File: config.mk
export PLATFORM = sky130hd
export DESIGN_NAME = gga_sentence_position_parser
export DESIGN_NICKNAME = d
export VERILOG_FILES = /design/src/rtl/ggap_pkg.sv /design/src/rtl/ggap_front.sv /design/src/rtl/ggap_queue.sv /design/src/rtl/ggap_back.sv /design/src/rtl/gga_sentence_position_parser.sv
export SDC_FILE = /design/constraint.sdc
export NUM_CORES = 1
export LEC_CHECK = 0
export ABC_AREA = 0
export BUFFER_PORTS_ARGS = -buffer_cell sky130_fd_sc_hd__buf_2
export CAP_MARGIN = 0
export CORE_MARGIN = 2
export CORE_UTILIZATION = 60
export DETAILED_ROUTE_END_ITERATION = 12
export GPL_TIMING_DRIVEN = 0
export PLACE_DENSITY = 0.83
export SLEW_MARGIN = 20
export SYNTH_ARGS = -nofsm -noshare
export SYNTH_HDL_FRONTEND = slang
export SYNTH_SLANG_ARGS = --single-unit
File: constraint.sdc
create_clock -name clk -period 14.5 [get_ports clk]
set_input_delay 1.45 -clock clk [delete_from_list [all_inputs] [get_ports clk]]
set_output_delay 1.45 -clock clk [all_outputs]
set_load 0.1 [all_outputs]
File: src/rtl/ggap_pkg.sv
// Package for the GGA sentence position parser: byte classes, weights, sizes.
`default_nettype none

package ggap_pkg;

	// Character codes the parser looks for
	localparam logic [7:0] CH_NUL    = 8'h00;
	localparam logic [7:0] CH_DOLLAR = 8'h24;
	localparam logic [7:0] CH_CR     = 8'h0D;
	localparam logic [7:0] CH_LF     = 8'h0A;
	localparam logic [7:0] CH_COMMA  = 8'h2C;
	localparam logic [7:0] CH_DOT    = 8'h2E;
	localparam logic [7:0] CH_ZERO   = 8'h30;
	localparam logic [7:0] CH_NINE   = 8'h39;
	localparam logic [7:0] CH_G      = 8'h47;
	localparam logic [7:0] CH_A      = 8'h41;
	localparam logic [7:0] CH_N      = 8'h4E;
	localparam logic [7:0] CH_E      = 8'h45;
	localparam logic [7:0] CH_ONE    = 8'h31;
	localparam logic [7:0] CH_TWO    = 8'h32;

	// Field numbers (counted by commas) and coordinate formats
	localparam logic [3:0] FLD_LAT  = 4'd2;
	localparam logic [3:0] FLD_NS   = 4'd3;
	localparam logic [3:0] FLD_LON  = 4'd4;
	localparam logic [3:0] FLD_EW   = 4'd5;
	localparam logic [3:0] FLD_QUAL = 4'd6;
	localparam logic [3:0] FLD_MAX  = 4'd15;
	localparam logic [3:0] LAT_LEN  = 4'd9;
	localparam logic [3:0] LON_LEN  = 4'd10;
	localparam logic [3:0] LAT_DOT  = 4'd4;
	localparam logic [3:0] LON_DOT  = 4'd5;

	// Byte positions of the sentence type letters
	localparam logic [7:0] POS_T0   = 8'd2;
	localparam logic [7:0] POS_T1   = 8'd3;
	localparam logic [7:0] POS_T2   = 8'd4;
	localparam logic [7:0] MIN_BYTES = 8'd5;

	localparam int LAT_W  = 26;
	localparam int LON_W  = 30;
	localparam int TDATA_W = 64;

	// Fix quality codes
	localparam logic [1:0] FIX_NONE = 2'd0;
	localparam logic [1:0] FIX_GPS  = 2'd1;
	localparam logic [1:0] FIX_DGPS = 2'd2;

	localparam int MAX_SENTENCE_DEF = 255;
	localparam int QUEUE_DEPTH = 4;
	localparam int QUEUE_AW    = $clog2(QUEUE_DEPTH);

	// One classified byte, as queued between front and back
	typedef struct packed {
		logic [3:0] digit;
		logic       is_digit;
		logic       is_dollar;
		logic       is_eol;
		logic       is_comma;
		logic       is_dot;
		logic       is_g;
		logic       is_a;
		logic       is_n;
		logic       is_e;
		logic       is_q1;
		logic       is_q2;
	} ggap_item_t;

	// Queue head as seen by the back end
	typedef struct packed {
		logic       valid;
		ggap_item_t item;
	} ggap_head_t;

	// Weight of each latitude character in minutes * 1e4 (DDMM.MMMM)
	function automatic logic [LAT_W-1:0] lat_weight(input logic [3:0] off);
		logic [LAT_W-1:0] w;
		unique case (off)
			4'd0:    w = LAT_W'(6000000);
			4'd1:    w = LAT_W'(600000);
			4'd2:    w = LAT_W'(100000);
			4'd3:    w = LAT_W'(10000);
			4'd5:    w = LAT_W'(1000);
			4'd6:    w = LAT_W'(100);
			4'd7:    w = LAT_W'(10);
			4'd8:    w = LAT_W'(1);
			default: w = '0;
		endcase
		return w;
	endfunction

	// Weight of each longitude character in minutes * 1e4 (DDDMM.MMMM)
	function automatic logic [LON_W-1:0] lon_weight(input logic [3:0] off);
		logic [LON_W-1:0] w;
		unique case (off)
			4'd0:    w = LON_W'(60000000);
			4'd1:    w = LON_W'(6000000);
			4'd2:    w = LON_W'(600000);
			4'd3:    w = LON_W'(100000);
			4'd4:    w = LON_W'(10000);
			4'd6:    w = LON_W'(1000);
			4'd7:    w = LON_W'(100);
			4'd8:    w = LON_W'(10);
			4'd9:    w = LON_W'(1);
			default: w = '0;
		endcase
		return w;
	endfunction

endpackage

`default_nettype wire

File: src/rtl/ggap_front.sv
// Front end: accepts received bytes, drops NUL, classifies and queues them.
`default_nettype none

module ggap_front
	import ggap_pkg::*;
(
	input  wire logic       in_valid,
	input  wire logic [7:0] in_byte,
	input  wire logic       q_full,
	output logic            in_ready,
	output logic            push,
	output ggap_item_t      item
);

	// Ready only on queue space
	assign in_ready = !q_full;
	assign push     = in_valid && !q_full && (in_byte != CH_NUL);

	// Character classes
	always_comb begin
		item.is_digit  = (in_byte >= CH_ZERO) && (in_byte <= CH_NINE);
		item.digit     = 4'(in_byte - CH_ZERO);
		item.is_dollar = (in_byte == CH_DOLLAR);
		item.is_eol    = (in_byte == CH_CR) || (in_byte == CH_LF);
		item.is_comma  = (in_byte == CH_COMMA);
		item.is_dot    = (in_byte == CH_DOT);
		item.is_g      = (in_byte == CH_G);
		item.is_a      = (in_byte == CH_A);
		item.is_n      = (in_byte == CH_N);
		item.is_e      = (in_byte == CH_E);
		item.is_q1     = (in_byte == CH_ONE);
		item.is_q2     = (in_byte == CH_TWO);
	end

endmodule

`default_nettype wire

File: src/rtl/ggap_queue.sv
// Short FIFO of classified bytes between the front and back ends.
`default_nettype none

module ggap_queue
	import ggap_pkg::*;
(
	input  wire logic       clk,
	input  wire logic       arst_n,
	input  wire logic       push,
	input  wire ggap_item_t push_item,
	input  wire logic       pop,
	output logic            full,
	output ggap_head_t      head
);

	ggap_item_t            mem_q [QUEUE_DEPTH];
	logic [QUEUE_AW-1:0]   wr_ptr_q;
	logic [QUEUE_AW-1:0]   rd_ptr_q;
	logic [QUEUE_AW:0]     count_q;
	logic                  do_pop;

	assign full       = (count_q == (QUEUE_AW+1)'(QUEUE_DEPTH));
	assign head.valid = (count_q != '0);
	assign head.item  = mem_q[rd_ptr_q];
	assign do_pop     = pop && head.valid;

	// Storage
	always_ff @(posedge clk) begin
		if (push) begin
			mem_q[wr_ptr_q] <= push_item;
		end
	end

	// Pointers and fill count
	always_ff @(posedge clk or negedge arst_n) begin
		if (!arst_n) begin
			wr_ptr_q <= '0;
			rd_ptr_q <= '0;
			count_q  <= '0;
		end else begin
			if (push) begin
				wr_ptr_q <= wr_ptr_q + 1'b1;
			end
			if (do_pop) begin
				rd_ptr_q <= rd_ptr_q + 1'b1;
			end
			unique case ({push, do_pop})
				2'b10:   count_q <= count_q + 1'b1;
				2'b01:   count_q <= count_q - 1'b1;
				default: count_q <= count_q;
			endcase
		end
	end

	a_no_overflow: assert property (@(posedge clk) disable iff (!arst_n)
		count_q <= (QUEUE_AW+1)'(QUEUE_DEPTH))
		else $error("queue count beyond depth");

	a_no_push_full: assert property (@(posedge clk) disable iff (!arst_n)
		full |-> !push)
		else $error("push into full queue");

	a_count_step: assert property (@(posedge clk) disable iff (!arst_n)
		(push && !do_pop) |=> count_q == $past(count_q) + 1'b1)
		else $error("queue count did not advance on push");

endmodule

`default_nettype wire

File: src/rtl/ggap_back.sv
// Back end: sentence framing, field parsing and the result output register.
`default_nettype none

module ggap_back
	import ggap_pkg::*;
#(
	parameter int MAX_SENTENCE = MAX_SENTENCE_DEF
) (
	input  wire logic               clk,
	input  wire logic               arst_n,
	input  wire ggap_head_t         head,
	output logic                    pop,
	output logic                    out_valid,
	input  wire logic               out_ready,
	output logic [TDATA_W-1:0]      out_data
);

	localparam logic [7:0] MaxCnt = 8'(MAX_SENTENCE);

	// Sentence state
	logic             open_q,      open_n;
	logic [7:0]       byte_cnt_q,  byte_cnt_n;
	logic [3:0]       fld_num_q,   fld_num_n;
	logic [3:0]       fld_off_q,   fld_off_n;
	logic             type_ok_q,   type_ok_n;
	logic [LAT_W-1:0] lat_acc_q,   lat_acc_n;
	logic [LON_W-1:0] lon_acc_q,   lon_acc_n;
	logic             lat_ok_q,    lat_ok_n;
	logic             lon_ok_q,    lon_ok_n;
	logic             north_q,     north_n;
	logic             east_q,      east_n;
	logic [1:0]       qual_q,      qual_n;

	// Output register
	logic               out_valid_q;
	logic [TDATA_W-1:0] out_data_q;
	logic               emit;
	logic [TDATA_W-1:0] emit_data;

	ggap_item_t       it;
	logic [LAT_W-1:0] lat_add;
	logic [LON_W-1:0] lon_add;
	logic             lat_short;
	logic             lon_short;
	logic [7:0]       cnt_inc;

	assign it  = head.item;
	assign pop = head.valid && (!out_valid_q || out_ready);

	// Digit contributions: each digit times the weight of its offset
	assign lat_add = LAT_W'({{(LAT_W-4){1'b0}}, it.digit} * lat_weight(fld_off_q));
	assign lon_add = LON_W'({{(LON_W-4){1'b0}}, it.digit} * lon_weight(fld_off_q));

	// A coordinate field closed before its format is complete
	assign lat_short = (fld_num_q == FLD_LAT) && (fld_off_q < LAT_LEN);
	assign lon_short = (fld_num_q == FLD_LON) && (fld_off_q < LON_LEN);
	assign cnt_inc   = byte_cnt_q + 8'd1;

	// Per-byte state update
	always_comb begin
		open_n     = open_q;
		byte_cnt_n = byte_cnt_q;
		fld_num_n  = fld_num_q;
		fld_off_n  = fld_off_q;
		type_ok_n  = type_ok_q;
		lat_acc_n  = lat_acc_q;
		lon_acc_n  = lon_acc_q;
		lat_ok_n   = lat_ok_q;
		lon_ok_n   = lon_ok_q;
		north_n    = north_q;
		east_n     = east_q;
		qual_n     = qual_q;
		emit       = 1'b0;
		emit_data  = '0;

		if (pop) begin
			if (it.is_dollar) begin
				// start or restart a sentence
				open_n     = 1'b1;
				byte_cnt_n = '0;
				fld_num_n  = '0;
				fld_off_n  = '0;
				type_ok_n  = 1'b0;
				lat_acc_n  = '0;
				lon_acc_n  = '0;
				lat_ok_n   = 1'b0;
				lon_ok_n   = 1'b0;
				north_n    = 1'b0;
				east_n     = 1'b0;
				qual_n     = FIX_NONE;
			end else if (open_q && it.is_eol) begin
				// end of sentence
				if (lat_short) lat_ok_n = 1'b0;
				if (lon_short) lon_ok_n = 1'b0;
				open_n = 1'b0;
				emit   = type_ok_q && (byte_cnt_q >= MIN_BYTES);
				emit_data[LAT_W-1:0]         = lat_ok_n ? lat_acc_q : '0;
				emit_data[26]                = lat_ok_n;
				emit_data[27]                = north_q;
				emit_data[28 +: LON_W]       = lon_ok_n ? lon_acc_q : '0;
				emit_data[58]                = lon_ok_n;
				emit_data[59]                = east_q;
				emit_data[61:60]             = qual_q;
			end else if (open_q) begin
				// sentence type letters
				if (byte_cnt_q == POS_T0) begin
					type_ok_n = it.is_g;
				end else if (byte_cnt_q == POS_T1) begin
					type_ok_n = type_ok_q && it.is_g;
				end else if (byte_cnt_q == POS_T2) begin
					type_ok_n = type_ok_q && it.is_a;
				end

				if (it.is_comma) begin
					if (lat_short) lat_ok_n = 1'b0;
					if (lon_short) lon_ok_n = 1'b0;
					if (fld_num_q != FLD_MAX) fld_num_n = fld_num_q + 4'd1;
					fld_off_n = '0;
					if (fld_num_n == FLD_LAT) lat_ok_n = 1'b1;
					if (fld_num_n == FLD_LON) lon_ok_n = 1'b1;
				end else begin
					priority if ((fld_num_q == FLD_LAT) && (fld_off_q < LAT_LEN)) begin
						if (fld_off_q == LAT_DOT) begin
							if (!it.is_dot) lat_ok_n = 1'b0;
						end else if (it.is_digit) begin
							lat_acc_n = lat_acc_q + lat_add;
						end else begin
							lat_ok_n = 1'b0;
						end
					end else if ((fld_num_q == FLD_LON) && (fld_off_q < LON_LEN)) begin
						if (fld_off_q == LON_DOT) begin
							if (!it.is_dot) lon_ok_n = 1'b0;
						end else if (it.is_digit) begin
							lon_acc_n = lon_acc_q + lon_add;
						end else begin
							lon_ok_n = 1'b0;
						end
					end else if (fld_off_q == '0) begin
						if ((fld_num_q == FLD_NS) && it.is_n) north_n = 1'b1;
						if ((fld_num_q == FLD_EW) && it.is_e) east_n = 1'b1;
						if (fld_num_q == FLD_QUAL) begin
							if (it.is_q1) qual_n = FIX_GPS;
							else if (it.is_q2) qual_n = FIX_DGPS;
						end
					end else begin
						qual_n = qual_q;
					end
					if (fld_off_q != FLD_MAX) fld_off_n = fld_off_q + 4'd1;
				end

				// overlong sentence is dropped
				byte_cnt_n = cnt_inc;
				if (cnt_inc >= MaxCnt) open_n = 1'b0;
			end
		end
	end

	// Control state
	always_ff @(posedge clk or negedge arst_n) begin
		if (!arst_n) begin
			open_q      <= 1'b0;
			byte_cnt_q  <= '0;
			fld_num_q   <= '0;
			fld_off_q   <= '0;
			type_ok_q   <= 1'b0;
			lat_acc_q   <= '0;
			lon_acc_q   <= '0;
			lat_ok_q    <= 1'b0;
			lon_ok_q    <= 1'b0;
			north_q     <= 1'b0;
			east_q      <= 1'b0;
			qual_q      <= FIX_NONE;
			out_valid_q <= 1'b0;
		end else begin
			open_q     <= open_n;
			byte_cnt_q <= byte_cnt_n;
			fld_num_q  <= fld_num_n;
			fld_off_q  <= fld_off_n;
			type_ok_q  <= type_ok_n;
			lat_acc_q  <= lat_acc_n;
			lon_acc_q  <= lon_acc_n;
			lat_ok_q   <= lat_ok_n;
			lon_ok_q   <= lon_ok_n;
			north_q    <= north_n;
			east_q     <= east_n;
			qual_q     <= qual_n;
			if (emit) begin
				out_valid_q <= 1'b1;
			end else if (out_ready) begin
				out_valid_q <= 1'b0;
			end
		end
	end

	// Result payload
	always_ff @(posedge clk) begin
		if (emit) begin
			out_data_q <= emit_data;
		end
	end

	assign out_valid = out_valid_q;
	assign out_data  = out_data_q;

	a_count_bound: assert property (@(posedge clk) disable iff (!arst_n)
		open_q |-> byte_cnt_q < MaxCnt)
		else $error("open sentence past the length limit");

	a_bad_lat_zero: assert property (@(posedge clk) disable iff (!arst_n)
		(emit && !emit_data[26]) |-> emit_data[LAT_W-1:0] == '0)
		else $error("malformed latitude reported nonzero");

	a_comma_resets_offset: assert property (@(posedge clk) disable iff (!arst_n)
		(pop && open_q && it.is_comma && !it.is_dollar) |=> fld_off_q == '0)
		else $error("field offset not cleared by comma");

	a_emit_needs_open: assert property (@(posedge clk) disable iff (!arst_n)
		emit |-> (open_q && type_ok_q) ##1 !open_q)
		else $error("result from a closed or non-GGA sentence");

endmodule

`default_nettype wire

File: src/rtl/gga_sentence_position_parser.sv
// Top level of the GGA sentence position parser.
// Usage:
//   Input stream s_*: one received character per beat in s_tdata[7:0]; a NUL
//   beat is taken and ignored. '$' opens a sentence, CR or LF closes it.
//   Output stream m_*: one beat per closed GGA sentence carrying latitude and
//   longitude in minutes * 1e4, their ok flags, N/E flags and fix quality.
//   A closing byte accepted on s_* is first written into the queue, then the
//   back-end update sets m_tvalid through the output register.
//   Throughput: one byte per cycle unless the back end stops for a held result;
//   a 4-entry queue separates the byte classifier from the parser.
//   Stall: while m_tready is low the held result stays, the back end stops
//   and the queue fills; s_tready drops only when the queue is full.
//   Reset: arst_n clears framing state, the queue and the output valid; no
//   sentence is open after reset until a '$' arrives.
//   Sentences reaching MAX_SENTENCE stored bytes are dropped without result.
`default_nettype none

module gga_sentence_position_parser
	import ggap_pkg::*;
#(
	parameter int MAX_SENTENCE = MAX_SENTENCE_DEF
) (
	input  wire logic               clk,
	input  wire logic               arst_n,
	input  wire logic               s_tvalid,
	output logic                    s_tready,
	input  wire logic [7:0]         s_tdata,   // [7:0] rx_byte
	output logic                    m_tvalid,
	input  wire logic               m_tready,
	output logic [TDATA_W-1:0]      m_tdata    // [25:0] lat_minutes_e4, [26] lat_ok,
	                                           // [27] is_north, [57:28] lon_minutes_e4,
	                                           // [58] lon_ok, [59] is_east,
	                                           // [61:60] fix_quality, [63:62] zero
);

	logic       q_full;
	logic       q_push;
	logic       q_pop;
	ggap_item_t q_item;
	ggap_head_t q_head;

	ggap_front u_front (
		.in_valid (s_tvalid),
		.in_byte  (s_tdata),
		.q_full   (q_full),
		.in_ready (s_tready),
		.push     (q_push),
		.item     (q_item)
	);

	ggap_queue u_queue (
		.clk       (clk),
		.arst_n    (arst_n),
		.push      (q_push),
		.push_item (q_item),
		.pop       (q_pop),
		.full      (q_full),
		.head      (q_head)
	);

	ggap_back #(
		.MAX_SENTENCE (MAX_SENTENCE)
	) u_back (
		.clk       (clk),
		.arst_n    (arst_n),
		.head      (q_head),
		.pop       (q_pop),
		.out_valid (m_tvalid),
		.out_ready (m_tready),
		.out_data  (m_tdata)
	);

endmodule

`default_nettype wire

== Word level (Yosys, flattened, before mapping) ==
Memory sizes are Yosys's and may differ from the RTL's.
Index checks and enable logic that the tools add are counted.
Cells by class
  add/sub/neg operators: 10
  $mul: 2
  $lt $le $gt $ge: 6
  equal/unequal tests: 39
  multiplexer cells: 102
  bitwise logic cells: 4
  reductions and logical operators: 51
Operators with widths (count)
  $mux 30: 8
  $mux 26: 7
  $mux 4: 15
  $mux 1: 58
  $eq 8x6->1 const B: 5
  $eq 8x7->1 const B: 4
  $add 30x30->30: 1
  $mul 4x30->30: 1
  $add 26x26->26: 1
  $mul 4x26->26: 1
  $eq 4x3->1 const B: 6
  $mux 8: 3
  $reduce_and 8->1: 3
  $reduce_bool 2->1: 11
  $mux 2: 10
  $eq 8x2->1 const B: 2
  $eq 8x4->1 const B: 2
  $logic_and 1x1->1: 13
  $eq 4x2->1 const B: 3
  $ne 2x1->1 const B: 6
  $reduce_and 4->1: 3
  $reduce_bool 3->1: 4
  $reduce_bool 4->1: 3
  $ne 5x3->1 const B: 2
  other kinds (31): 42
Storage, ports and cells
  flip-flop bits (word level): 150
  RAM bits: 60
  bits in read-only memories: 656
  output and inout bits: 66
  word-level logic and storage cells: 236
  memories kept: 3
Memories
  (name not given): depth 16, width 22, rd ports 1, clocked after Yosys merged registers in 0, wr ports 0, line ggap_pkg.sv:95  | unique case (off)
  (name not given): depth 16, width 19, rd ports 1, clocked after Yosys merged registers in 0, wr ports 0, line ggap_pkg.sv:78  | unique case (off)
  u_queue.mem_q: depth 4, width 15, rd ports 1, clocked after Yosys merged registers in 0, wr ports 1, line ggap_queue.sv:16  | ggap_item_t mem_q [QUEUE_DEPTH];

== Longest topological paths before layout ==
  depth in word-level cells: 13
  gate-level depth with buffers: 26

== Cells and area by module ==
From an unflattened synthesis, not the netlist that was laid out.
Unflattened totals
  cells, all modules: 1588
  area, all modules: 15960.3 um2
Modules (own cells, without submodules)
  ggap_back: instances 1, cells each 1436, area an instance 13113.8 um2, seq. area each 3888.7 um2
  ggap_queue: instances 1, cells each 116, area an instance 2612.5 um2, seq. area each 1976.9 um2
  ggap_front: instances 1, cells each 36, area an instance 234.0 um2, seq. area each 0.0 um2

== Worst setup path before layout ==
No wires, ideal clock.
  path type: register to register
  start: reg u_queue.rd_ptr_q[0]
  end: reg u_back.lon_acc_q[26]
  arrival time: 5445 ps
  data required time: 14371 ps
  setup slack: 8926 ps
  cell stages (with the launch flop): 23
  period minus slack after synthesis: 5574 ps
  path through: dfrtp_1 buf_6 buf_4 mux2_2 o21ai_0 clkbuf_1 buf_2 nor2_1 fa_1 fa_1 inv_1 fa_1 inv_1 ha_1 a21o_1 a311o_1 o2111ai_1 o311ai_2 o21a_1 o41ai_2 o21ai_1 xnor2_1 o21ai_1
On the way
  cells in the longest elaborated chain, start to end: 11
  elaborated cells on any way between the ends: 20
  those cells by class: add/sub (1); mul (1); eq/ne (4); mux (8); reduce/logical (5); memory (1)
RTL lines
  start: declaration: line ggap_queue.sv:18  | logic [QUEUE_AW-1:0] rd_ptr_q;
  start signal: assignment: line ggap_queue.sv:45  | rd_ptr_q <= rd_ptr_q + 1'b1;
  $mem_v2 4x15 *
  $mul 4x30->30: line ggap_back.sv:52  | assign lon_add = LON_W'({{(LON_W-4){1'b0}}, it.digit} * lon_weight(fld_off_q));
  $add 30x30->30: line ggap_back.sv:134  | lon_acc_n = lon_acc_q + lon_add;
  $mux 30: line ggap_back.sv:133  | end else if (it.is_digit) begin
  $mux 30: line ggap_back.sv:131  | if (fld_off_q == LON_DOT) begin
  $mux 30: line ggap_back.sv:130  | end else if ((fld_num_q == FLD_LON) && (fld_off_q < LON_LEN)) begin
  $mux 30: line ggap_back.sv:122  | priority if ((fld_num_q == FLD_LAT) && (fld_off_q < LAT_LEN)) begin
  $mux 30: line ggap_back.sv:114  | if (it.is_comma) begin
  $mux 30: line ggap_back.sv:104  | end else if (open_q) begin
  $mux 30: line ggap_back.sv:91  | end else if (open_q && it.is_eol) begin
  $mux 30: line ggap_back.sv:77  | if (it.is_dollar) begin
  end signal: assignment: line ggap_back.sv:181  | lon_acc_q <= lon_acc_n;
  end: declaration: line ggap_back.sv:27  | logic [LON_W-1:0] lon_acc_q, lon_acc_n;
Mark *: on every way between the ends. The rest lies on a longest branch, timed or not. The select of a mux whose other input is x is not followed.
A chain may end at the register's enable or synchronous reset.

== Worst setup path after layout ==
Ends and elaborated chain as after synthesis.

==> flow_summary_export.csv <==
group,metric,value,unit
logic_synthesis,synth-main-ff-cell,"edfxtp_1",
placed_design,dp_hpwl,26500,microns
clocking,cts_buffers,24,
layout,nets,1955,
grt,overflow,0,
route,wire_per_inst,17.0,microns
sta,setup_viol,0,
clocking,root_buffer,"clkbuf_16",
route,drt-initial-drc-count,1008,
run_status,status,"finished, final reports clean",
clocking,htree_levels,1,
sta,post-route-period-util,46.9,%
floorplanning,row_count,59,
setup_path,crit_arrival,7210,ps
floorplanning,die-width,167,microns
clocking,cts_tree,"done",
route,wl_met3,2350,microns
placed_design,portBuffers,75,
floorplanning,io_pins,78,
logic_synthesis,syn_inst,1607,
route,ant_nets,0,
route,drt_pass1_iterations,6,
clocking,cts_buffer_depth,3,
clocking,postCtsSetupRepairBufs,0,
floorplanning,start_util,61.1,%
grt,grt_max_degree,49,
sta,finalHoldViolations,0,
grt,grt_pass1_wl,57900,microns
layout,area_delta_synth_final,10.8,%
logic_synthesis,yosys.area.top_type_share,23.0,%
logic_synthesis,synth_async_sr_flop_share,41.9,%
flow_run,cap_violations,0,
floorplanning,die_area,0.0279,sq mm
logic_synthesis,synth_cell_types,73,
layout,drive_gt1_share,11.2,%
sta,final.setup_skew,26.9,ps
floorplanning,core,0.0261,sq mm
sta,min_period,6800,ps
logic_synthesis,yosys.area.top_type,"edfxtp_1",
clocking,insertion_delay,560,ps
route,finalWirelength,35100,microns
setup_path,cp.required,14910,ps
placed_design,gp_congestion,0.944,
setup_path,critPathLaunchType,"flip-flop",
logic_synthesis,syn_area,0.0159,sq mm
clocking,post_cts_resize_count,0,
grt,antenna_found_initial,0,
logic_synthesis,synth.area.top_cells,"edfxtp_1 (23%), fa_1 (14%), dfrtp_1 (14%)",
logic_synthesis,synth_edf_count,122,
layout,mostFrequentLayoutCells,"inv_1 (265), nor2_1 (139), nand2_1 (125), edfxtp_1 (122), ha_1 (120)",
setup_path,path_max_fanout,10,
clocking,clkSinkCount,210,
sta,rsz0062_at_grt,"false",
route,drc,0,
clocking,ctsHoldBuffers,0,
route,met1_length,13600,microns
min_path,hold_path_class,"reg -> reg",
sta,tightest_slew,985,ps
logic_synthesis,seq_area_frac_synth,36.8,%
logic_synthesis,synth_seq_cells,210,
logic_synthesis,yosys_warnings,0,
route,vias,11878,
grt,grt.total_usage,25.5,%
route,wl_met2,17700,microns
sta,final_max_slew_viol_count,0,
grt,first_global_vias,12003,
layout,diodes,0,
setup_path,worst-setup-path-type,"reg -> reg",
route,routed.top_layer,"met4",
sta,slew_headroom,33.8,%
route,route.detailed.vias_per_inst,5.75,
setup_path,worst_setup_path_end_kind,"flip-flop",
floorplanning,chipHeight,167,microns
sta,tns,0,ps
logic_synthesis,avgSynthCellArea,9.91,sq um
sta,max_freq,147,MHz
clocking,clk_pin_slew,60,ps
layout,final_common_cell,"inv_1",
[sequential cells by signal, summed over array words and instances, names as in the netlist]
register and count:
u_back.out_data 62, u_queue.mem_q 60, u_back.lon_acc_q 30, u_back.lat_acc_q 26, u_back.byte_cnt_q 8, u_back.fld_num_q 4, u_back.fld_off_q 4, u_queue.count_q 3
u_back.qual_q 2, u_queue.rd_ptr_q 2, u_queue.wr_ptr_q 2, u_back.east_q 1, u_back.lat_ok_q 1, u_back.lon_ok_q 1, u_back.north_q 1, u_back.open_q 1
u_back.out_valid 1, u_back.type_ok_q 1
[worst paths after layout]
| check | slack (ps) | endpoint | depth (start not counted) | startpoint |
|---|---|---|---|---|
| worst min-delay path | 490 | u_back.qual_q[0] | 2 | u_back.qual_q[0] |
| max in group asynchronous | 13080 | u_back.lon_acc_q[13] | 2 | arst_n |
| worst max-delay path | 7700 | u_back.lon_acc_q[26] | 22 | u_queue.rd_ptr_q[0] |
| worst max register to register | 7700 | u_back.lon_acc_q[26] | 22 | u_queue.rd_ptr_q[0] |
| worst min register to register | 490 | u_back.qual_q[0] | 2 | u_back.qual_q[0] |
| min in group asynchronous | 810 | u_back.lat_acc_q[18] | 1 | arst_n |
[synth_stat cells, drive strengths merged (3+ instances only)]
cell and number:
or2 11, dfrtp 88, a41oi 3, nor2 144, nor4 11, mux4 11, a21oi 56, nor3 15
nand4 13, or3 7, a221o 4, nand2b 21, ha 120, o21a 9, and4 3, mux2i 7
inv 266, nor3b 3, xnor2 31, o21bai 4, a21o 33, a31oi 15, a22o 6, edfxtp 122
nand3 20, clkbuf 32, mux2 7, nand3b 4, o22ai 3, buf 27, nor2b 8, nand2 125
a32o 4, o221ai 3, o21ai 105, xor2 28, and3 10, a221oi 4, a31o 3, and2 74
fa 111, o31ai 13, a211oi 3
[kinds of logic (layout without fill, tap and decap cells)]
logic type,count (synthesis),in the layout,synth area share [%]
AND/OR/NAND/NOR,471,471,14.4
buffers and inverters,325,447,8.04
AO/OA/AOI/OAI,285,285,11.6
adder cells (fa/ha/maj),231,231,23.4
flip-flops,210,210,36.8
XOR/XNOR,59,59,3.24
multiplexers,25,25,2.49
other,1,2,0.0235
[layer usage]
layer | track usage [%] | up-vias
li1 | - | 5557
met1 | 31.0 | 5789
met2 | 44.8 | 424
met3 | 4.56 | 108
met4 | 10.9 | 0
met5 | 0 | -
[critical path, stage by stage, from the launching register on]
cell and delay [ps]:
dfrtp_1 430, buf_6 190, buf_4 240, mux2_2 360, o21ai_0 660, clkbuf_1 410
buf_2 310, nor2_1 100, fa_1 500, fa_1 550, inv_1 60, fa_1 530
inv_1 40, ha_1 350, a21o_1 210, a311o_1 350, o2111ai_1 140, o311ai_2 210
o21a_1 250, o41ai_2 360, o21ai_1 160, xnor2_1 160, o21ai_1 70
[cell type report]
cell class	instances	area (sq um)
plain buffers	59	283
fillers	1944	8410
clock buffers	32	671
flip-flops and latches	210	5870
clock inverters	12	180
repair buffers	78	437
inverters	266	1000
multi-input cells	1073	8800
well taps	335	419
[stage by stage]
step | hold slack, ps | util, % | std cells | worst slack (ps) | instance area, sq um
finish | 494 | 67.7 | 2065 | 7700 | 17700
global route | 505 | 67.7 | 2065 | 7290 | 17700
CTS | 491 | 67.7 | 2065 | 7750 | 17700
detailed placement | 477 | 64.5 | 2021 | 7780 | 16800
global placement | 465 | 64.2 | 2018 | 7910 | 16700
floorplan | 440 | - | 1608 | 8930 | 15900
Power is left out: the tool's default activity adds up to more than one toggle a clock period on the data nets, which glitch-free logic cannot reach.
